<file path="config.mk">
export PLATFORM = sky130hd
export DESIGN_NAME = fc_queue
export DESIGN_NICKNAME = d
export VERILOG_FILES = /design/src/sv/fc_pkg.sv /design/src/sv/fc_queue.sv
export SDC_FILE = /design/constraint.sdc
export NUM_CORES = 1
export LEC_CHECK = 0
export BUFFER_PORTS_ARGS = -buffer_cell sky130_fd_sc_hd__buf_2
export CELL_PAD_IN_SITES_DETAIL_PLACEMENT = 0
export CELL_PAD_IN_SITES_GLOBAL_PLACEMENT = 1
export CORE_MARGIN = 4
export CORE_UTILIZATION = 50
export DETAILED_ROUTE_END_ITERATION = 8
export PLACE_DENSITY = 0.79
export SLEW_MARGIN = 0
export SYNTH_ARGS = -nofsm -noshare
export SYNTH_HDL_FRONTEND = slang
export SYNTH_SLANG_ARGS = --single-unit
</file>
<file path="constraint.sdc">
create_clock -name clk -period 20.2 [get_ports clk]
set_clock_uncertainty 0.15 [all_clocks]
set_input_delay 4.04 -clock clk [delete_from_list [all_inputs] [get_ports clk]]
set_output_delay 4.04 -clock clk [all_outputs]
set_load 0.005 [all_outputs]
</file>
<file path="src/sv/fc_pkg.sv">
// shared types, widths and helpers for the frustum sphere culler
// no dependencies; every other file refers to this package by scoped names
package fc_pkg;

    localparam int WORD_W = 32;
    localparam int FRAC_W = 16;
    localparam int TAG_W = 16;
    localparam int IDX_W = 4;
    localparam int RAD_W = WORD_W - 1;
    localparam int RAW_W = WORD_W + 1;
    localparam int SQ_W = 2 * RAW_W;
    localparam int SUM_W = SQ_W + 2;
    localparam int LEN_W = SUM_W / 2;
    localparam int SREM_W = LEN_W + 3;
    localparam int NUM_W = RAW_W + FRAC_W;
    localparam int DREM_W = LEN_W + 1;
    localparam int PROD_W = 2 * WORD_W;
    localparam int ACC_W = PROD_W + 4;
    localparam int NPLANES = 6;
    localparam int PLANE_W = 3;
    localparam int CNT_W = 6;
    localparam int QDEPTH = 4;
    localparam int QPTR_W = 2;

    typedef enum logic [1:0] {
        OP_LOAD    = 2'd0,
        OP_EXTRACT = 2'd1,
        OP_TEST    = 2'd2,
        OP_NONE    = 2'd3
    } fc_op_t;

    typedef struct packed {
        fc_op_t                   op;
        logic [IDX_W-1:0]         idx;
        logic signed [WORD_W-1:0] value;
        logic signed [WORD_W-1:0] cx;
        logic signed [WORD_W-1:0] cy;
        logic signed [WORD_W-1:0] cz;
        logic [RAD_W-1:0]         radius;
        logic [TAG_W-1:0]         tag;
    } fc_cmd_t;

    typedef struct packed {
        logic full;
        logic empty;
    } fc_qstat_t;

    typedef enum logic [3:0] {
        B_IDLE,
        B_RD_ADDR,
        B_RD_DATA,
        B_SQ_MUL,
        B_SQ_ACC,
        B_SQRT,
        B_DIV_INIT,
        B_DIV,
        B_WR,
        B_TEST,
        B_OUT
    } fc_bstate_t;

    // clamp a sign and magnitude to a signed word
    function automatic logic [WORD_W-1:0] sat_word(input logic neg, input logic [NUM_W-1:0] m);
        logic [NUM_W-1:0] lim;
        logic [WORD_W-1:0] v;
        lim = neg ? (NUM_W'(1) << (WORD_W - 1)) : ((NUM_W'(1) << (WORD_W - 1)) - NUM_W'(1));
        v = (m > lim) ? lim[WORD_W-1:0] : m[WORD_W-1:0];
        return neg ? (~v + WORD_W'(1)) : v;
    endfunction

endpackage

</file>
<file path="src/sv/fc_queue.sv">
// short command queue between the front end and the execution engine
// depends on fc_pkg
module fc_queue (
    input  logic              clk,
    input  logic              rst_n,
    input  logic              push,
    input  fc_pkg::fc_cmd_t   din,
    input  logic              pop,
    output fc_pkg::fc_cmd_t   dout,
    output fc_pkg::fc_qstat_t stat
);

    fc_pkg::fc_cmd_t              slot_reg [fc_pkg::QDEPTH];
    logic [fc_pkg::QPTR_W-1:0]    wptr_reg, wptr_next;
    logic [fc_pkg::QPTR_W-1:0]    rptr_reg, rptr_next;
    logic [fc_pkg::QPTR_W:0]      cnt_reg, cnt_next;

    always_comb
    begin
        wptr_next = wptr_reg + (push ? fc_pkg::QPTR_W'(1) : '0);
        rptr_next = rptr_reg + (pop ? fc_pkg::QPTR_W'(1) : '0);
        cnt_next = cnt_reg;
        if (push && !pop)
        begin
            cnt_next = cnt_reg + 1'b1;
        end
        else if (pop && !push)
        begin
            cnt_next = cnt_reg - 1'b1;
        end
        stat.full = (cnt_reg == (fc_pkg::QPTR_W+1)'(fc_pkg::QDEPTH));
        stat.empty = (cnt_reg == '0);
        dout = slot_reg[rptr_reg];
    end

    always_ff @(posedge clk or negedge rst_n)
    begin
        if (!rst_n)
        begin
            wptr_reg <= '0;
            rptr_reg <= '0;
            cnt_reg <= '0;
        end
        else
        begin
            wptr_reg <= wptr_next;
            rptr_reg <= rptr_next;
            cnt_reg <= cnt_next;
        end
    end

    always_ff @(posedge clk)
    begin
        if (push)
        begin
            slot_reg[wptr_reg] <= din;
        end
    end

endmodule

</file>
==> flow_summary_export.csv <==
group,metric,value,unit
outcome,status,"completed",
clock_network,holdBufCountCts,0,
global_route,track_usage,18.0,%
placement,dp_hpwl,30900,um
yosys,muxShareOfSynthArea,15.5,%
route,drtIter0Drc,797,
critical_path,r2r-end,"slot_reg[2][118]",
clock_network,insertion_delay,590,ps
clock_network,cts_tree,"done",
critical_path,crit_fanout,46,
critical_path,cp-startpoint,"rptr_reg[0]",
floorplanning,io_pins,368,
power,intPower,3.33,mW
finish,synthToLayoutAreaGrowth,18.8,%
critical_path,cp.required,16010,ps
timing,max_freq,0.120,GHz
power,power_density,146,nW/um2
placement,gp_congestion,0.761,
power,p_comb_share,25.2,%
critical_path,r2r_start,"wptr_reg[1]",
clock_network,cts_resized,0,
yosys,synth-seq-cells,731,
timing,slew_headroom,28.4,%
clock_network,clockBufferDepth,3,
yosys,synth_fa_ha_area_share,0.218,%
yosys,synth-simple-area-share,0.175,%
finish,largest_register_ffs,724,
timing,grt_setup_unrepaired,"no",
route,drt-total-wl,50900,um
yosys,avgSynthCellArea,27.2,um2
min_path,hold_path.class,"reg -> reg",
global_route,grt_pass1_wl,76700,um
yosys,syn-cell-area,26400,um2
placement,dp_cells,2004,
yosys,synth_cell_types,20,
power,seq_power_share,46.0,%
route,wl_per_cell,23.8,um
finish,nets,1582,
floorplanning,fp.coreArea,52400,um2
timing,setup_tns,0,ps
run,max_cap_violations,0,
critical_path,startpoint_type,"register",
clock_network,htreeDepth,3,
yosys,synth_top_area_cell,"edfxtp_1",
finish,final_common_cell,"edfxtp_1",
route,ant_nets,0,
power,totalPowerFinal,4.57,mW
yosys,synth-xor-area-share,0.166,%
critical_path,critical_path_arrival,4110,ps
power,clkPwrFrac,28.9,%
clock_network,cts.clk_slew.worst_paths,60,ps
min_path,holdPathStages,1,
finish,drive_above_1_share,47.0,%
critical_path,crit_top_cell,"buf_4",
floorplanning,num_rows,84,
global_route,grt_max_degree,72,
critical_path,cpLargestDelayFamily,"buffers and inverters",
power,leakage,10.7,nW
placement,portBuffers,367,
timing,min_period,8300,ps
yosys,syn_inst,972,
critical_path,r2r_cells,4,
global_route,grt_overflow,0,
route,firstDrtPassIters,5,
route,drc,0,
yosys,synthTopCellsByArea,"edfxtp_1 (82%), mux4_2 (15%), dfrtp_1 (0.66%)",
critical_path,rrSetupSlack,17020,ps
clock_network,numCtsBuffers,75,
timing,setup_viol,0,
global_route,antenna_found_initial,15,
timing,drv_slew,0,
critical_path,max_stage_delay,1020,ps
clock_network,clockRootBuffer,"clkbuf_16",
yosys,synth-compound-area-share,0,%
critical_path,critPathSlowestCell,"dfrtp_4",
floorplanning,fp.dieArea,56600,um2
floorplanning,dieHeight,238,um
clock_network,cts.sinks,731,
min_path,min_from,"cnt_reg[2]",
yosys,yosysTopAreaCellShare,82.2,%
finish,most-common-layout-cells,"edfxtp_1 (724), buf_2 (367), mux4_2 (181)",
power,switching_share,27.1,%
floorplanning,die_x,238,um
clock_network,post_cts_buffers,0,
critical_path,criticalPathCategory,"reg -> out",
finish,finalNonFillerCells,2142,
power,ir_worst_vdd,127,uV
critical_path,crit_buf_inv,3,
power,power.switching,1.24,mW
critical_path,end_kind,"primary output",
route,num_vias,11900,
yosys,synth_sequential_area_ratio,82.9,%
route,viasPerCell,5.54,
critical_path,worstPathCellList,"buf_4 -> buf_4 -> mux4_2 -> buf_2",
yosys,ys_warn_count,0,
yosys,syn_nets,1161,
floorplanning,start_util,50.4,%
yosys,synth_top_family_by_area,"multiplexers",
timing,fin_crit_sh,41.1,%
timing,hold_viol,0,
min_path,min_to,"cnt_reg[2]",
global_route,grt_pass1_vias,12500,
timing,worstMarginPinSlew,1070,ps
synth_stat cells:
cell type	n
edfxtp_1	724
xnor2_1	1
nor3_1	1
buf_6	11
fa_1	1
dfrtp_1	7
xor2_1	4
and3_1	1
nor3b_1	2
nand2_1	1
inv_1	2
mux2_2	1
mux4_2	181
clkbuf_1	3
ha_1	3
buf_2	11
nor2_1	2
and3b_1	1
buf_4	9
buf_1	6
power by group through the flow:
| stage | registers [mW] | logic [mW] | clock network (mW) |
|---|---|---|---|
| after CTS | 2.11 | 1.19 | 1.35 |
| after floorplan | 2.14 | 0.764 | 0 |
| after global routing | 2.13 | 1.25 | 1.42 |
| after global placement | 2.12 | 1.18 | 0 |
| final | 2.10 | 1.15 | 1.32 |
| after detailed placement | 2.14 | 1.19 | 0 |
layer usage:
metal	track usage (%)	part of all wire [%]
met5	0	0.20
met3	6.75	9.2
met4	5.57	2.8
met1	24.0	39
met2	28.1	49
worst register-to-register path, stage by stage (launching register included):
cell and delay [ps]:
dfrtp_1 430, nand2_1 120, nor2_4 550, buf_4 790
buf_4 730
through the flow:
stage	utilization (%)	setup WS [ps]	cell area [um2]	hold slack, ps
6_report	59.9	11900	31400	348
5_1_grt	59.9	11370	31400	362
4_1_cts	59.9	11690	31400	349
3_5_place_dp	55.3	12340	29000	330
3_3_place_gp	55.3	12360	29000	323
2_1_floorplan	-	2130	26400	306
cell families (layout without fill, tap and decap cells):
logic type | count (synthesis) | count (layout)
and+or+nand+nor | 8 | 8
adders and majority gates | 4 | 4
buffers and inverters | 42 | 518
other | 0 | 6
muxes | 182 | 182
DFF | 731 | 731
xor gates and xnor gates | 5 | 5
final cells by class:
type                    count  area [um2]
flip-flops and latches    731       21900
fillers                  3607       21000
multi-input cells         199        4260
clock buffers              90        1980
repair buffers            384        1960
well taps                 688         861
clock inverters            42         402
diodes                      6        15.0
inverters                   2        7.51
how the worst max path moves through the flow:
stage | to | slack, ps | cells after the start
floorplan | slot_reg[0][0] | 2130 | 1
global placement | dout[115] | 12360 | 4
detailed placement | dout[115] | 12340 | 4
CTS | dout[115] | 11690 | 4
global route | dout[116] | 11370 | 4
finish | dout[122] | 11900 | 4
(Power assumes the default switching activity.)
